[config.mk]
export PLATFORM = sky130hd
export DESIGN_NAME = mfek_ctrl
export DESIGN_NICKNAME = d
export VERILOG_FILES = /design/src/design/max_flow_edmonds_karp_macros.svh /design/src/design/mfek_pkg.sv /design/src/design/mfek_ctrl.sv
export SDC_FILE = /design/constraint.sdc
export NUM_CORES = 1
export LEC_CHECK = 0
export ABC_CLOCK_PERIOD_IN_PS = 2000
export BUFFER_PORTS_ARGS = -buffer_cell sky130_fd_sc_hd__buf_4
export CAP_MARGIN = 20
export CORE_AREA = 2 2 39 41
export CTS_BUF_LIST = sky130_fd_sc_hd__clkbuf_16
export DETAILED_ROUTE_END_ITERATION = 10
export DIE_AREA = 0 0 41 43
export HOLD_SLACK_MARGIN = 0.05
export MAX_ROUTING_LAYER = met4
export PLACE_DENSITY = 0.67
export SKIP_LAST_GASP = 1
export SLEW_MARGIN = 40
export SYNTH_ARGS = -nofsm -noshare
export SYNTH_HDL_FRONTEND = slang
export SYNTH_SLANG_ARGS = --single-unit
export TNS_END_PERCENT = 10
[constraint.sdc]
create_clock -name clk -period 2 [get_ports clk]
set_clock_uncertainty 0.05 [all_clocks]
set_input_delay 0.2 -clock clk [delete_from_list [all_inputs] [get_ports clk]]
set_output_delay 0.2 -clock clk [all_outputs]
set_load 0.02 [all_outputs]
[src/design/max_flow_edmonds_karp_macros.svh]
// Assertion macros for the max-flow block.
// Used by the top level; expects clk and rst_n in scope.
`ifndef MAX_FLOW_EDMONDS_KARP_MACROS_SVH
`define MAX_FLOW_EDMONDS_KARP_MACROS_SVH

// antecedent implies consequent in the same cycle
`define MFEK_ASSERT_NOW(lbl, ante, cons, msg) \
  lbl: assert property (@(posedge clk) disable iff (!rst_n) (ante) |-> (cons)) \
    else $error(msg);

// antecedent implies consequent in the following cycle
`define MFEK_ASSERT_NEXT(lbl, ante, cons, msg) \
  lbl: assert property (@(posedge clk) disable iff (!rst_n) (ante) |=> (cons)) \
    else $error(msg);

`endif

[src/design/mfek_pkg.sv]
// Shared types and constants for the max-flow block.
// No dependencies.
`default_nettype none

package mfek_pkg;

  localparam int NODE_W     = 6;
  localparam int LINK_W     = 16;
  localparam int CAP_W      = 18;
  localparam int FLOW_W     = 22;
  localparam int USED_W     = 32;
  localparam int CMPW       = NODE_W + 1;

  localparam logic [NODE_W-1:0] NODE_COUNT_RST = NODE_W'(32);
  localparam logic [CAP_W-1:0]  CAP_MAX        = '1;
  localparam logic [FLOW_W-1:0] FLOW_MAX       = '1;

  typedef logic [1:0] cmd_t;
  localparam cmd_t CMD_ADD   = 2'd0;
  localparam cmd_t CMD_RUN   = 2'd1;
  localparam cmd_t CMD_CLEAR = 2'd2;

  typedef enum logic [3:0] {
    ST_CLEAR,
    ST_IDLE,
    ST_SINIT,
    ST_POP,
    ST_RD,
    ST_EV,
    ST_AF,
    ST_AB,
    ST_WF,
    ST_WB,
    ST_FIN
  } state_t;

  typedef struct packed {
    logic link_wr;
    logic clr_init;
    logic clr_step;
    logic run_load;
    logic search_init;
    logic pop;
    logic scan_rd;
    logic scan_ev;
    logic aug_rdf;
    logic aug_rdb;
    logic aug_wrf;
    logic aug_wrb;
    logic result_load;
  } ctrl_cmd_t;

  typedef struct packed {
    logic clr_last;
    logic ep_ok;
    logic queue_empty;
    logic scan_end;
    logic hit_dst;
    logic walk_end;
    logic out_free;
  } ctrl_sts_t;

endpackage

`default_nettype wire

[src/design/mfek_ctrl.sv]
// Sequencer for clear sweep, link writes, BFS search and path augmentation.
// Depends on mfek_pkg.
`default_nettype none

module mfek_ctrl (
  input  wire logic               clk,
  input  wire logic               rst_n,
  input  wire logic               in_valid,
  input  wire mfek_pkg::cmd_t     in_cmd,
  output      logic               in_ready,
  input  wire mfek_pkg::ctrl_sts_t sts,
  output      mfek_pkg::ctrl_cmd_t cmd
);
  import mfek_pkg::*;

  state_t state_r, state_nxt;

  always_ff @(posedge clk) begin
    if (!rst_n) begin
      state_r <= ST_CLEAR;
    end else begin
      state_r <= state_nxt;
    end
  end

  always_comb begin
    state_nxt = state_r;
    cmd       = '0;
    in_ready  = 1'b0;
    case (state_r)
      ST_CLEAR: begin
        cmd.clr_step = 1'b1;
        if (sts.clr_last) state_nxt = ST_IDLE;
      end
      ST_IDLE: begin
        in_ready = 1'b1;
        if (in_valid) begin
          case (in_cmd)
            CMD_ADD: cmd.link_wr = 1'b1;
            CMD_RUN: begin
              cmd.run_load = 1'b1;
              state_nxt    = ST_SINIT;
            end
            CMD_CLEAR: begin
              cmd.clr_init = 1'b1;
              state_nxt    = ST_CLEAR;
            end
            default: ;
          endcase
        end
      end
      ST_SINIT: begin
        if (!sts.ep_ok) begin
          state_nxt = ST_FIN;
        end else begin
          cmd.search_init = 1'b1;
          state_nxt       = ST_POP;
        end
      end
      ST_POP: begin
        if (sts.queue_empty) begin
          state_nxt = ST_FIN;
        end else begin
          cmd.pop   = 1'b1;
          state_nxt = ST_RD;
        end
      end
      ST_RD: begin
        if (sts.scan_end) begin
          state_nxt = ST_POP;
        end else begin
          cmd.scan_rd = 1'b1;
          state_nxt   = ST_EV;
        end
      end
      ST_EV: begin
        cmd.scan_ev = 1'b1;
        state_nxt   = sts.hit_dst ? ST_AF : ST_RD;
      end
      ST_AF: begin
        cmd.aug_rdf = 1'b1;
        state_nxt   = ST_AB;
      end
      ST_AB: begin
        cmd.aug_rdb = 1'b1;
        state_nxt   = ST_WF;
      end
      ST_WF: begin
        cmd.aug_wrf = 1'b1;
        state_nxt   = ST_WB;
      end
      ST_WB: begin
        cmd.aug_wrb = 1'b1;
        state_nxt   = sts.walk_end ? ST_SINIT : ST_AF;
      end
      ST_FIN: begin
        if (sts.out_free) begin
          cmd.result_load = 1'b1;
          state_nxt       = ST_IDLE;
        end
      end
      default: state_nxt = ST_IDLE;
    endcase
  end

endmodule

`default_nettype wire

==> impl_results.md <==
- Largest net degree at the start of global routing: 18
- Final-report hold violation count: 0
- Max-slew violations: 0
- Core Region: 1380 µm²
- Post-CTS setup buffers: 0
- Post-synth top flop: dfxtp_1
- Achievable Freq: ~0.54 GHz
- Synth area leaders: dfxtp_1, nor4_1, nor2_1
- CTS sink cnt: 4
- Clock Tree Buf Depth: 2
- Crit start category: flop
- Vias: between 500 and 600
- Post-synth EDFFs: 0
- First-pass GRT wire length: 2080 µm
- Num rows: 14
- Layout cell share with drive strength beyond 1: between 30% and 40%
- HP Class: in -> reg
- Initial DRC count: 8
- Seq/Total Area, Yosys: roughly 17%
- Max reg flops: 4
- Total Routing Usage GR: 17.5%
- Run status: finished clean
- Clock Pin Slew Worst Setup and Hold Paths: 0.03 ns
- YS warnings: 0
- Finish-stage setup viols: 0
- Mapped Area: 463 µm²
- Largest Register: state_r
- Crit path time final: 1.84 ns
- Cts repair resizes: 0
- PD cells: roughly 660 nW/µm²
- Syn Nets: 76
- Latest clock arrival within the worst-skew pair: around 0.22 ns
- Cells after synthesis: 64
- Antenna-violating nets left: 0
- Effective utilization at floorplan: 33.5%
- Mean post-synth cell area: 7.23 µm²
- Post-route DRC: 0
- Post-DP HPWL: approximately 990 µm
- Synth top area share: 17.3%
- Hold-fix buffers, CTS: 0
- Area delta synth->final: 55.9%
- Die area: 1760 µm²
- Setup TNS Final: 0 ns
- Worst Setup End Kind: output pin
- Area of the multi-input gates: around 330 µm²
- Vias in the first global route: between 500 and 600
- Hold WS: 0.165 ns
- Clock buffer count from CTS: 3
- Worst path required time: ~1.8 ns
- Leakage: 0.000322 µW
- Non-filler instance count after layout: 105
- Crit path kind: reg -> out
- Ant diodes: 0
- CP Data Arrival Time: ~1.6 ns
- Drt pass-1 iters: 4
- Vias per cell: approximately 5.5
- Placed insts: slightly above 100
- Max VDD drop: around 0.52 mV
- Maxcap violations: 0
- Nets: 103
- Initial antenna violation count: 0
- IO buf count: 25
- Async SR Flop Fraction: 0%
- H-tree Lvls: 1
- FF+latch area: ~80 µm²
- CTS tree: done
- Final core utilization: 52.2%
- Area leader, netlist: dfxtp_1
- Synth top cells by count: nor2_1, nor3_1, nor4_1
- Top-count cell post-synth: nor2_1
- Largest registers: state_r: 4 flops
- Relative slew margins: 58.6%
- Least-Margin Pin Slew: around 0.62 ns
- Final Wtd Congestion: roughly 0.83
- #FFs+latches synth: 4
- Unrepaired setup endpoints after global routing: no
- I/O pins: 26
- CP max FO: 17
- Wirelength, routed: 1350 µm
- Synth unique cells: 33
- DIE HEIGHT: 43 µm
- Root buffer cell: clkbuf_16
- Avg WL per Cell: roughly 13 µm
- GRT overflow: 0
- Die width: 41 µm
- Fin crit share: between 90% and 100%
- # fillers: 139
worst max-delay path: stages (launching register included):
cell and delay, ns:
dfxtp_1 0.49, nor4b_4 0.39, nand2_1 0.14, nor3b_1 0.19, buf_4 0.17
layout by cell type, fill, tap and decap left out, types with 2 or more instances in the layout:
cell type / synthesis / routed
a21oi_1: 2 / 2
dfxtp_1: 4 / 4
o21ai_0: 3 / 3
clkbuf_16: 0 / 3
inv_1: 3 / 3
nand2_1: 4 / 4
o311ai_1: 2 / 2
nor2_1: 7 / 7
nor3_1: 5 / 5
nor4_1: 5 / 5
nand2b_1: 4 / 4
buf_4: 3 / 27
power breakdown:
part / switching [µW] / internal, µW
combinational: 38.7 / 40.4
sequential: 6.44 / 83.0
clock: 51.9 / 255
metrics by stage:
step | cell area (µm²) | total power (µW) | setup WS [ns]
finish | 722 | 475 | 0.158
global route | 722 | 501 | 0.0792
CTS | 722 | 482 | 0.162
detailed placement | 647 | 169 | 0.391
global placement | 647 | 168 | 0.423
floorplan | 463 | 132 | 0.199
area by class of cell:
| class | instances | area share (%) |
|---|---|---|
| inverter | 4 | 2.08 |
| sequential | 4 | 11.1 |
| clock buffer | 3 | 10.4 |
| timing repair buffer | 27 | 28.1 |
| tap | 16 | 2.77 |
| multi-input combinational | 51 | 45.6 |
layer usage:
layer	share of wire, %	GRT usage, %	up-vias
met4	0	4.00	0
met5	0	-	-
met2	45	25.9	27
li1	-	-	297
met3	8.8	6.28	0
met1	46	22.1	256
cells by family after synthesis:
group	Yosys count	synth area share (%)
AOI/OAI and AO/OA	16	24.6
xor gates and xnor gates	1	1.89
and+or+nand+nor	34	44.6
buffers and inverters	9	11.6
DFF	4	17.3
path summary, 6_finish.rpt:
path              start         end  slack (ns)  cells past startpoint
max          state_r[3]      cmd[9]        0.16                      4
min               rst_n  state_r[2]        0.16                      2
max reg2reg  state_r[3]  state_r[1]        0.41                      4
min reg2reg  state_r[0]  state_r[0]        0.62                      3
Power figures use the tool's default switching activity.
